===== src/staleness_poll_scheduler_macros.svh =====
// assertion macros shared by the poll scheduler modules
// depends on nothing; included by the files that carry assertions
`ifndef STALENESS_POLL_SCHEDULER_MACROS_SVH
`define STALENESS_POLL_SCHEDULER_MACROS_SVH

// same-cycle implication, checked out of reset
`define SPS_IMPLIES(label, clk, rst_n, ante, cons) \
    label: assert property (@(posedge clk) disable iff (!rst_n) (ante) |-> (cons)) \
        else $error("poll scheduler check failed");

// next-cycle implication, checked out of reset
`define SPS_NEXT(label, clk, rst_n, ante, cons) \
    label: assert property (@(posedge clk) disable iff (!rst_n) (ante) |=> (cons)) \
        else $error("poll scheduler check failed");

`endif


===== src/spsch_pkg.sv =====
// types, codes and the microcode program of the poll scheduler
// no dependencies; used by the sequencer and the top level
package spsch_pkg;

    // number of slave nodes on the bus
    localparam int NODE_COUNT = 16;

    // item commands
    localparam logic [1:0] CMD_RECORD   = 2'd0;
    localparam logic [1:0] CMD_AVAIL    = 2'd1;
    localparam logic [1:0] CMD_POLL     = 2'd2;
    localparam logic [1:0] CMD_DISCOVER = 2'd3;

    // reply and request kinds
    localparam logic [1:0] KIND_NONE     = 2'd0;
    localparam logic [1:0] KIND_SETTINGS = 2'd1;
    localparam logic [1:0] KIND_CELL     = 2'd2;
    localparam logic [1:0] KIND_INFO     = 2'd3;

    // configuration register indexes
    localparam logic [1:0] REG_CELL     = 2'd0;
    localparam logic [1:0] REG_SETTINGS = 2'd1;
    localparam logic [1:0] REG_INFO     = 2'd2;
    localparam logic [1:0] REG_GAP      = 2'd3;

    // configuration reset values
    localparam logic [31:0] CELL_INTERVAL_RST     = 32'd5000;
    localparam logic [31:0] SETTINGS_INTERVAL_RST = 32'd10000;
    localparam logic [31:0] INFO_INTERVAL_RST     = 32'd3600000;
    localparam logic [31:0] RESEND_GAP_RST        = 32'd2500;

    typedef logic [3:0] step_t;

    // program steps
    localparam step_t STEP_IDLE     = 4'd0;
    localparam step_t STEP_DISPATCH = 4'd1;
    localparam step_t STEP_RECORD   = 4'd2;
    localparam step_t STEP_AVAIL    = 4'd3;
    localparam step_t STEP_PSET     = 4'd4;
    localparam step_t STEP_DSET     = 4'd5;
    localparam step_t STEP_WALK     = 4'd6;
    localparam step_t STEP_NONE     = 4'd7;
    localparam step_t STEP_FOUND    = 4'd8;

    typedef enum logic [2:0] {
        JMP_NEXT,
        JMP_GOTO,
        JMP_START,
        JMP_CMD,
        JMP_WALK
    } jump_t;

    // one control word
    typedef struct packed {
        jump_t jump;
        step_t target;
        logic  load_poll;
        logic  load_scan;
        logic  walk;
        logic  do_record;
        logic  do_avail;
        logic  commit;
        logic  emit;
    } ctrl_t;

    // control store: jump, target, load_poll, load_scan, walk, record, avail, commit, emit
    function automatic ctrl_t ucode(input step_t pc);
        ctrl_t w;
        unique case (pc)
            STEP_IDLE:     w = '{JMP_START, STEP_DISPATCH, 1'b0, 1'b0, 1'b0, 1'b0, 1'b0, 1'b0, 1'b0};
            STEP_DISPATCH: w = '{JMP_CMD,   STEP_RECORD,   1'b0, 1'b0, 1'b0, 1'b0, 1'b0, 1'b0, 1'b0};
            STEP_RECORD:   w = '{JMP_GOTO,  STEP_IDLE,     1'b0, 1'b0, 1'b0, 1'b1, 1'b0, 1'b0, 1'b1};
            STEP_AVAIL:    w = '{JMP_GOTO,  STEP_IDLE,     1'b0, 1'b0, 1'b0, 1'b0, 1'b1, 1'b0, 1'b1};
            STEP_PSET:     w = '{JMP_GOTO,  STEP_WALK,     1'b1, 1'b0, 1'b0, 1'b0, 1'b0, 1'b0, 1'b0};
            STEP_DSET:     w = '{JMP_GOTO,  STEP_WALK,     1'b0, 1'b1, 1'b0, 1'b0, 1'b0, 1'b0, 1'b0};
            STEP_WALK:     w = '{JMP_WALK,  STEP_FOUND,    1'b0, 1'b0, 1'b1, 1'b0, 1'b0, 1'b0, 1'b0};
            STEP_NONE:     w = '{JMP_GOTO,  STEP_IDLE,     1'b0, 1'b0, 1'b0, 1'b0, 1'b0, 1'b0, 1'b1};
            STEP_FOUND:    w = '{JMP_GOTO,  STEP_IDLE,     1'b0, 1'b0, 1'b0, 1'b0, 1'b0, 1'b1, 1'b1};
            default:       w = '{JMP_GOTO,  STEP_IDLE,     1'b0, 1'b0, 1'b0, 1'b0, 1'b0, 1'b0, 1'b0};
        endcase
        return w;
    endfunction

endpackage


===== src/spsch_ram.sv =====
// generic single-write, single-read RAM with registered read data
// no dependencies
module spsch_ram #(
    parameter int WIDTH = 32,
    parameter int DEPTH = 16
) (
    input  logic                             clk,
    input  logic                             we,
    input  logic [$clog2(DEPTH)-1:0]         waddr,
    input  logic [WIDTH-1:0]                 wdata,
    input  logic [$clog2(DEPTH)-1:0]         raddr,
    output logic [WIDTH-1:0]                 rdata
);

    logic [WIDTH-1:0] mem_reg [DEPTH];
    logic [WIDTH-1:0] rdata_reg;

    // write port and registered read port
    always_ff @(posedge clk)
    begin
        if (we)
        begin
            mem_reg[waddr] <= wdata;
        end
        rdata_reg <= mem_reg[raddr];
    end

    assign rdata = rdata_reg;

endmodule


===== src/spsch_seq.sv =====
// microcode sequencer: step counter, control store fetch and jumps
// depends on spsch_pkg and the assertion macro header
`include "staleness_poll_scheduler_macros.svh"

module spsch_seq
    import spsch_pkg::*;
(
    input  logic       clk,
    input  logic       rst_n,
    input  logic       start,
    input  logic [1:0] cmd_sel,
    input  logic       hit,
    input  logic       walk_end,
    output ctrl_t      ctrl,
    output logic       busy
);

    step_t pc_reg;
    step_t pc_next;

    assign ctrl = ucode(pc_reg);
    assign busy = (pc_reg != STEP_IDLE);

    // next step selection
    always_comb
    begin
        unique case (ctrl.jump)
            JMP_NEXT:  pc_next = pc_reg + 4'd1;
            JMP_GOTO:  pc_next = ctrl.target;
            JMP_START: pc_next = start ? ctrl.target : pc_reg;
            JMP_CMD:   pc_next = ctrl.target + step_t'(cmd_sel);
            JMP_WALK:
            begin
                if (hit)
                    pc_next = ctrl.target;
                else if (walk_end)
                    pc_next = pc_reg + 4'd1;
                else
                    pc_next = pc_reg;
            end
            default:   pc_next = STEP_IDLE;
        endcase
    end

    // step counter
    always_ff @(posedge clk or negedge rst_n)
    begin
        if (!rst_n)
            pc_reg <= STEP_IDLE;
        else
            pc_reg <= pc_next;
    end

    `SPS_NEXT(a_accept_goes_busy, clk, rst_n, start && !busy, busy)
    `SPS_NEXT(a_hit_to_found, clk, rst_n, ctrl.walk && hit, pc_reg == STEP_FOUND)
    `SPS_IMPLIES(a_found_after_hit, clk, rst_n, pc_reg == STEP_FOUND, $past(ctrl.walk && hit))

endmodule


===== src/staleness_poll_scheduler.sv =====
// top level of the poll scheduler: item capture, node walk datapath, stamp stores
// depends on spsch_pkg, spsch_ram, spsch_seq and the assertion macro header
//
//  channel   direction  signals                                   handshake
//  item      in         cmd now node reply_kind avail_value       start & !busy
//  result    out        found chosen_node request_kind ignored    done, one cycle
//  config    in         cfg_index cfg_data                        cfg_we
//
// record and set availability pass the dispatch step and then their own step before
// the done strobe. poll walks up to NODE_COUNT nodes and discover up to NODE_COUNT-1:
// the walk reads one node per cycle from the stamp RAMs through a
// two-stage read and age compare pipeline, and stops at the first hit.
// reset clears the stores through per-node valid bits at once; no clearing pass.
// results cannot be held off; busy is low again in the cycle of the done strobe.
`include "staleness_poll_scheduler_macros.svh"

module staleness_poll_scheduler
    import spsch_pkg::*;
(
    input  logic        clk,
    input  logic        rst_n,
    input  logic        start,
    output logic        busy,
    input  logic [1:0]  cmd,
    input  logic [31:0] now,
    input  logic [7:0]  node,
    input  logic [1:0]  reply_kind,
    input  logic        avail_value,
    output logic        done,
    output logic        found,
    output logic [3:0]  chosen_node,
    output logic [1:0]  request_kind,
    output logic        ignored,
    input  logic        cfg_we,
    input  logic [1:0]  cfg_index,
    input  logic [31:0] cfg_data
);

    localparam int NW = $clog2(NODE_COUNT);
    localparam int CW = $clog2(NODE_COUNT + 1);
    localparam logic [NW-1:0] LAST_NODE  = NW'(NODE_COUNT - 1);
    localparam logic [NW-1:0] FIRST_NODE = NW'(1);

    function automatic logic [NW-1:0] next_node(input logic [NW-1:0] n);
        return (n == LAST_NODE) ? FIRST_NODE : n + FIRST_NODE;
    endfunction

    ctrl_t ctrl;
    logic  accept;
    logic  hit;
    logic  walk_end;
    logic  issue;

    // captured item
    logic [1:0]  cmd_reg;
    logic [31:0] now_reg;
    logic [7:0]  node_reg;
    logic [1:0]  kind_reg;
    logic        aval_reg;

    // configuration
    logic [31:0] cell_int_reg;
    logic [31:0] set_int_reg;
    logic [31:0] info_int_reg;
    logic [31:0] gap_reg;

    // per-node flags
    logic [NODE_COUNT-1:0] avail_reg;
    logic [NODE_COUNT-1:0] req_vld_reg;
    logic [NODE_COUNT-1:0] set_vld_reg;
    logic [NODE_COUNT-1:0] cell_vld_reg;
    logic [NODE_COUNT-1:0] info_vld_reg;

    // pointers and walk control
    logic [NW-1:0] poll_ptr_reg;
    logic [NW-1:0] scan_ptr_reg;
    logic [NW-1:0] j_reg;
    logic [CW-1:0] cnt_reg;
    logic          v1_reg;
    logic          v2_reg;

    // walk pipeline payload
    logic [NW-1:0] j1_reg;
    logic          a1_reg;
    logic          rv1_reg;
    logic          sv1_reg;
    logic          cv1_reg;
    logic          iv1_reg;
    logic [NW-1:0] j2_reg;
    logic          a2_reg;
    logic          ready2_reg;
    logic          info2_reg;
    logic          set2_reg;
    logic          cell2_reg;
    logic [NW-1:0] hit_node_reg;
    logic [1:0]    hit_kind_reg;

    // results
    logic       done_reg;
    logic       found_reg;
    logic [3:0] chosen_reg;
    logic [1:0] req_kind_reg;
    logic       ignored_reg;

    // stamp RAM ports
    logic [31:0]   req_rdata;
    logic [31:0]   set_rdata;
    logic [31:0]   cell_rdata;
    logic [31:0]   info_rdata;
    logic          req_we;
    logic          set_we;
    logic          cell_we;
    logic          info_we;
    logic [NW-1:0] node_idx;
    logic          node_in_range;
    logic          disc_mode;

    // stage one compare signals
    logic [31:0] req_stamp;
    logic [31:0] set_stamp;
    logic [31:0] cell_stamp;
    logic [31:0] info_stamp;
    logic [31:0] req_age;
    logic [31:0] set_age;
    logic [31:0] cell_age;
    logic [31:0] info_age;
    logic        ready1;
    logic        set_stale1;
    logic        cell_stale1;
    logic        info_stale1;
    logic [1:0]  hit_kind;

    assign accept        = start && !busy;
    assign node_idx      = node_reg[NW-1:0];
    assign node_in_range = (int'(node_reg) < NODE_COUNT);
    assign disc_mode     = (cmd_reg == CMD_DISCOVER);

    spsch_seq u_seq (
        .clk      (clk),
        .rst_n    (rst_n),
        .start    (start),
        .cmd_sel  (cmd_reg),
        .hit      (hit),
        .walk_end (walk_end),
        .ctrl     (ctrl),
        .busy     (busy)
    );

    // item capture
    always_ff @(posedge clk)
    begin
        if (accept)
        begin
            cmd_reg  <= cmd;
            now_reg  <= now;
            node_reg <= node;
            kind_reg <= reply_kind;
            aval_reg <= avail_value;
        end
    end

    // configuration registers
    always_ff @(posedge clk or negedge rst_n)
    begin
        if (!rst_n)
        begin
            cell_int_reg <= CELL_INTERVAL_RST;
            set_int_reg  <= SETTINGS_INTERVAL_RST;
            info_int_reg <= INFO_INTERVAL_RST;
            gap_reg      <= RESEND_GAP_RST;
        end
        else if (cfg_we)
        begin
            unique case (cfg_index)
                REG_CELL:     cell_int_reg <= cfg_data;
                REG_SETTINGS: set_int_reg  <= cfg_data;
                REG_INFO:     info_int_reg <= cfg_data;
                REG_GAP:      gap_reg      <= cfg_data;
                default:      gap_reg      <= gap_reg;
            endcase
        end
    end

    // stamp store writes
    assign req_we  = ctrl.commit;
    assign set_we  = ctrl.do_record && node_in_range && (kind_reg == KIND_SETTINGS);
    assign cell_we = ctrl.do_record && node_in_range && (kind_reg == KIND_CELL);
    assign info_we = ctrl.do_record && node_in_range && (kind_reg == KIND_INFO);

    spsch_ram #(.WIDTH(32), .DEPTH(NODE_COUNT)) u_req_ram (
        .clk   (clk),
        .we    (req_we),
        .waddr (hit_node_reg),
        .wdata (now_reg),
        .raddr (j_reg),
        .rdata (req_rdata)
    );

    spsch_ram #(.WIDTH(32), .DEPTH(NODE_COUNT)) u_set_ram (
        .clk   (clk),
        .we    (set_we),
        .waddr (node_idx),
        .wdata (now_reg),
        .raddr (j_reg),
        .rdata (set_rdata)
    );

    spsch_ram #(.WIDTH(32), .DEPTH(NODE_COUNT)) u_cell_ram (
        .clk   (clk),
        .we    (cell_we),
        .waddr (node_idx),
        .wdata (now_reg),
        .raddr (j_reg),
        .rdata (cell_rdata)
    );

    spsch_ram #(.WIDTH(32), .DEPTH(NODE_COUNT)) u_info_ram (
        .clk   (clk),
        .we    (info_we),
        .waddr (node_idx),
        .wdata (now_reg),
        .raddr (j_reg),
        .rdata (info_rdata)
    );

    // valid bits, availability flags and pointers
    always_ff @(posedge clk or negedge rst_n)
    begin
        if (!rst_n)
        begin
            avail_reg    <= '0;
            req_vld_reg  <= '0;
            set_vld_reg  <= '0;
            cell_vld_reg <= '0;
            info_vld_reg <= '0;
            poll_ptr_reg <= '0;
            scan_ptr_reg <= '0;
        end
        else
        begin
            if (ctrl.do_avail && node_in_range)
                avail_reg[node_idx] <= aval_reg;
            if (set_we)
                set_vld_reg[node_idx] <= 1'b1;
            if (cell_we)
                cell_vld_reg[node_idx] <= 1'b1;
            if (info_we)
                info_vld_reg[node_idx] <= 1'b1;
            if (ctrl.commit)
            begin
                req_vld_reg[hit_node_reg] <= 1'b1;
                if (disc_mode)
                    scan_ptr_reg <= hit_node_reg;
                else
                    poll_ptr_reg <= hit_node_reg;
            end
        end
    end

    // walk issue counter and pipeline valids
    assign issue = ctrl.walk && (cnt_reg != '0);

    always_ff @(posedge clk or negedge rst_n)
    begin
        if (!rst_n)
        begin
            j_reg   <= '0;
            cnt_reg <= '0;
            v1_reg  <= 1'b0;
            v2_reg  <= 1'b0;
        end
        else
        begin
            priority if (ctrl.load_poll)
            begin
                j_reg   <= poll_ptr_reg;
                cnt_reg <= CW'(NODE_COUNT);
            end
            else if (ctrl.load_scan)
            begin
                j_reg   <= next_node(scan_ptr_reg);
                cnt_reg <= CW'(NODE_COUNT - 1);
            end
            else if (issue)
            begin
                j_reg   <= next_node(j_reg);
                cnt_reg <= cnt_reg - CW'(1);
            end
            v1_reg <= issue;
            v2_reg <= ctrl.walk && v1_reg;
        end
    end

    // stage one: age compares on the read stamps; never-written entries read zero
    assign req_stamp  = rv1_reg ? req_rdata  : '0;
    assign set_stamp  = sv1_reg ? set_rdata  : '0;
    assign cell_stamp = cv1_reg ? cell_rdata : '0;
    assign info_stamp = iv1_reg ? info_rdata : '0;
    assign req_age    = now_reg - req_stamp;
    assign set_age    = now_reg - set_stamp;
    assign cell_age   = now_reg - cell_stamp;
    assign info_age   = now_reg - info_stamp;

    assign ready1      = a1_reg && (req_age > gap_reg);
    assign set_stale1  = (set_stamp == '0) || (set_age > set_int_reg);
    assign cell_stale1 = (cell_stamp == '0) || (cell_age > cell_int_reg);
    assign info_stale1 = (info_stamp == '0) || (info_age > info_int_reg);

    // pipeline payload
    always_ff @(posedge clk)
    begin
        j1_reg     <= j_reg;
        a1_reg     <= avail_reg[j_reg];
        rv1_reg    <= req_vld_reg[j_reg];
        sv1_reg    <= set_vld_reg[j_reg];
        cv1_reg    <= cell_vld_reg[j_reg];
        iv1_reg    <= info_vld_reg[j_reg];
        j2_reg     <= j1_reg;
        a2_reg     <= a1_reg;
        ready2_reg <= ready1;
        info2_reg  <= info_stale1;
        set2_reg   <= set_stale1;
        cell2_reg  <= cell_stale1;
    end

    // stage two: hit decision; poll priority device info, settings, cell info; discover hits unavailable nodes
    always_comb
    begin
        if (disc_mode)
        begin
            hit      = v2_reg && !a2_reg;
            hit_kind = KIND_CELL;
        end
        else
        begin
            hit = v2_reg && ready2_reg && (info2_reg || set2_reg || cell2_reg);
            priority if (info2_reg)
                hit_kind = KIND_INFO;
            else if (set2_reg)
                hit_kind = KIND_SETTINGS;
            else
                hit_kind = KIND_CELL;
        end
    end

    assign walk_end = (cnt_reg == '0) && !v1_reg && !v2_reg;

    // hold the first hit for the commit step
    always_ff @(posedge clk)
    begin
        if (ctrl.walk && hit)
        begin
            hit_node_reg <= j2_reg;
            hit_kind_reg <= hit_kind;
        end
    end

    // result register, one-cycle strobe
    always_ff @(posedge clk or negedge rst_n)
    begin
        if (!rst_n)
        begin
            done_reg     <= 1'b0;
            found_reg    <= 1'b0;
            chosen_reg   <= '0;
            req_kind_reg <= KIND_NONE;
            ignored_reg  <= 1'b0;
        end
        else
        begin
            done_reg <= ctrl.emit;
            if (ctrl.emit)
            begin
                found_reg    <= ctrl.commit;
                chosen_reg   <= ctrl.commit ? 4'(hit_node_reg) : 4'd0;
                req_kind_reg <= ctrl.commit ? hit_kind_reg : KIND_NONE;
                ignored_reg  <= (ctrl.do_record || ctrl.do_avail) && !node_in_range;
            end
        end
    end

    assign done         = done_reg;
    assign found        = found_reg;
    assign chosen_node  = chosen_reg;
    assign request_kind = req_kind_reg;
    assign ignored      = ignored_reg;

    `SPS_IMPLIES(a_found_has_kind, clk, rst_n, done && found, request_kind != KIND_NONE)
    `SPS_IMPLIES(a_miss_no_node, clk, rst_n, done && !found, chosen_node == 4'd0)
    `SPS_IMPLIES(a_miss_no_kind, clk, rst_n, done && !found, request_kind == KIND_NONE)
    `SPS_IMPLIES(a_ignored_not_found, clk, rst_n, done && ignored, !found)

endmodule

===== config.mk =====
export PLATFORM = sky130hd
export DESIGN_NAME = staleness_poll_scheduler
export DESIGN_NICKNAME = d
export VERILOG_FILES = /design/src/spsch_pkg.sv /design/src/spsch_ram.sv /design/src/spsch_seq.sv /design/src/staleness_poll_scheduler.sv
export VERILOG_INCLUDE_DIRS = /design/src /design/src/src
export SDC_FILE = /design/constraint.sdc
export NUM_CORES = 2
export LEC_CHECK = 0
export BUFFER_PORTS_ARGS = -buffer_cell sky130_fd_sc_hd__buf_2
export CAP_MARGIN = 30
export CORE_MARGIN = 2
export CORE_UTILIZATION = 50
export CTS_BUF_LIST = sky130_fd_sc_hd__clkbuf_4 sky130_fd_sc_hd__clkbuf_8 sky130_fd_sc_hd__clkbuf_16
export DETAILED_ROUTE_END_ITERATION = 8
export GPL_ROUTABILITY_DRIVEN = 0
export PLACE_DENSITY = 0.75
export SYNTH_ARGS = -nofsm -noshare
export SYNTH_HDL_FRONTEND = slang
export SYNTH_HIERARCHICAL = 1
export SYNTH_SLANG_ARGS = --single-unit

===== constraint.sdc =====
create_clock -name clk -period 9.1 [get_ports clk]
set_clock_uncertainty 0.2 [all_clocks]
set_input_delay 1.82 -clock clk [delete_from_list [all_inputs] [get_ports clk]]
set_output_delay 1.82 -clock clk [all_outputs]
set_load 0.02 [all_outputs]

==> flow_summary.ini <==
[route]
viasPerCell = 6.282
wirelength_mm = 258.9
post_drt_wl_per_cell_um = 29.39
firstDrtPassIters = 6
vias = 55327
ant_nets = 0
drc = 0
first_iter_violations = 6828

[cts]
cts_buffers = 231
cts.clk_slew.worst_paths_ns = 0.07
clockBufferDepth = 3
hold_buffers = 0
root_buffer = clkbuf_16
post_cts_buffers = 0
cts_resized = 0
htree_levels = 4
cts.sink_count = 2485
clk-insertion-delay-late_ns = 0.91
cts_tree = done

[worst_setup_path]
slowest_delay_ns = 0.72
reg2reg_slack_ns = 3.96
crit_family = compound AO/OA/AOI/OAI gates
path_cells = buf_4 -> ha_1 -> o21a_1 -> o21bai_1 -> a21oi_1 -> a21o_1 -> a31o_2 -> a21oi_1 -> o2111ai_1 -> a21oi_1 -> xnor2_1 -> ha_1 -> a21o_1 -> a21o_1 -> a21oi_1 -> o21ai_0 -> a221oi_1 -> o221ai_1
cpMostUsedCell = a21oi_1
worstSetupStartpointType = register
r2r_cells = 18
rr_startpoint = now_reg[9]
reg2reg_to = cell2_reg
cpMaxStageDelayCell = edfxtp_1
crit_path_end_kind = register
critical_path_peak_fanout = 51
worst-endpoint-required_ns = 9.65
crit_buf_inv = 1
crit_arrival_ns = 5.69
path_class = reg2reg

[synthesis]
yosysWarnings = 6
synth_area_um2 = 101500
syn_avg_cell_area_um2 = 17.93
syn_nets = 6018
synth_cells = 5664

[worst_hold_path]
min_to = j2_reg[3]
hold_depth = 0
hold_class = reg2reg
hold_start = j1_reg[3]

[power]
report.power.total_mw = 34.36
p_per_area_nw_per_um2 = 300.2
p_leak_nw = 39.37
peakVddDrop_uv = 239.5

[place]
placed_area_um2 = 106000
dp_hpwl_mm = 144.6
portBuffers = 92
dp_slack_ns = 3.851

[die]
die_y_um = 454.6
start_util = 0.5029
coreArea_um2 = 201900
pin_count = 93
die_w_um = 454.6
rows = 165
die_area_um2 = 206700

[status]
status = completed

[timing]
finalCritPeriodShare = 0.5653
slew_violations = 0
tightest_slew_ns = 1.050
setup_viol = 0
fin_setup_tns_ns = 0
min_period_ns = 5.144
max_slew_margin = 0.2969
clock.fmax_mhz = 194.4
fin_ws_ns = 3.956
hold_viol = 0
grt_setup_unrepaired = false

[global_route]
grt_pass1_vias = 55570
grt_usage = 0.2506
grt_pass1_wl_mm = 375.2
antenna_found_initial = 23
grt_start_max_net_pins = 135
overflow = 0

[final_layout]
drive_gt1_frac = 0.2414
syn_to_final_growth_pct = 12.73
finalInstanceArea_um2 = 114500
fin_nets = 6275

[run]
cap_violations = 0
-- worst max-delay path by stage --
stage / end / cells past startpoint / slack [ns] / from
final: cell2_reg / 18 / 3.96 / now_reg[9]
after global routing: cell2_reg / 17 / 3.63 / now_reg[9]
after CTS: cell2_reg / 20 / 3.83 / cv1_reg
after global placement: set2_reg / 20 / 3.85 / sv1_reg
after floorplan: u_set_ram/mem_reg[0][0] / 10 / 3.78 / u_seq/pc_reg[0]
after detailed placement: cell2_reg / 18 / 3.85 / cv1_reg
-- worst register-to-register path, cell delays in order (launching register included) --
cell and delay [ns]:
edfxtp_1 0.72, buf_4 0.68, ha_1 0.52, o21a_1 0.20
o21bai_1 0.11, a21oi_1 0.10, a21o_1 0.18, a31o_2 0.25
a21oi_1 0.32, o2111ai_1 0.20, a21oi_1 0.20, xnor2_1 0.15
ha_1 0.27, a21o_1 0.16, a21o_1 0.17, a21oi_1 0.12
o21ai_0 0.09, a221oi_1 0.21, o221ai_1 0.16
-- area by class of cell --
class / instances / area (µm²)
clock inverter: 121 / 1480
tap: 2672 / 3343
multi-input combinational: 2765 / 28220
fill: 14684 / 87450
antenna: 8 / 20.02
sequential: 2485 / 72000
inverter: 176 / 660.6
timing repair buffer: 262 / 2026
clock buffer: 318 / 6715
-- metal layers --
layer,up-vias,global-route usage,routed length [µm]
met1,28534,0.3368,98160
met5,-,0,80
li1,23171,-,-
met4,10,0.1030,11000
met3,502,0.04628,25510
met2,3110,0.4053,124100
-- report_power, final --
| group | switching (mW) | internal [mW] | leakage (nW) |
|---|---|---|---|
| registers | 0.613 | 13.3 | 23.1 |
| logic | 5.88 | 4.45 | 12.2 |
| clock network | 4.29 | 5.86 | 4.08 |
-- metrics by stage --
step,util,instances,hold WS [ns]
after detailed placement,0.5249,8350,0.1121
after floorplan,-,5664,0.1096
after global placement,0.5248,8348,0.1101
after CTS,0.5655,8789,0.1264
final,0.5669,8807,0.1258
after global routing,0.5668,8802,0.1382
-- placed cells by master, fill, tap and decap left out, drive strengths merged, types with 19 or more instances in the layout --
master  count
mux4      522
xnor2      78
nand2     393
nor2      154
mux2      126
a21oi     148
o21a       19
nor3       38
clkinv     81
nor2b      37
o21bai     36
dfrtp     214
inv       184
a21o      143
dfxtp     146
xor2       40
o21ai     126
nand3      40
and2       25
bufinv     23
ha        266
nand2b     29
dfstp      26
edfxtp   2099
nor4       27
buf       262
nand4      47
clkbuf    318
a22oi     261
No activity file was read; power rests on OpenSTA's default activity.
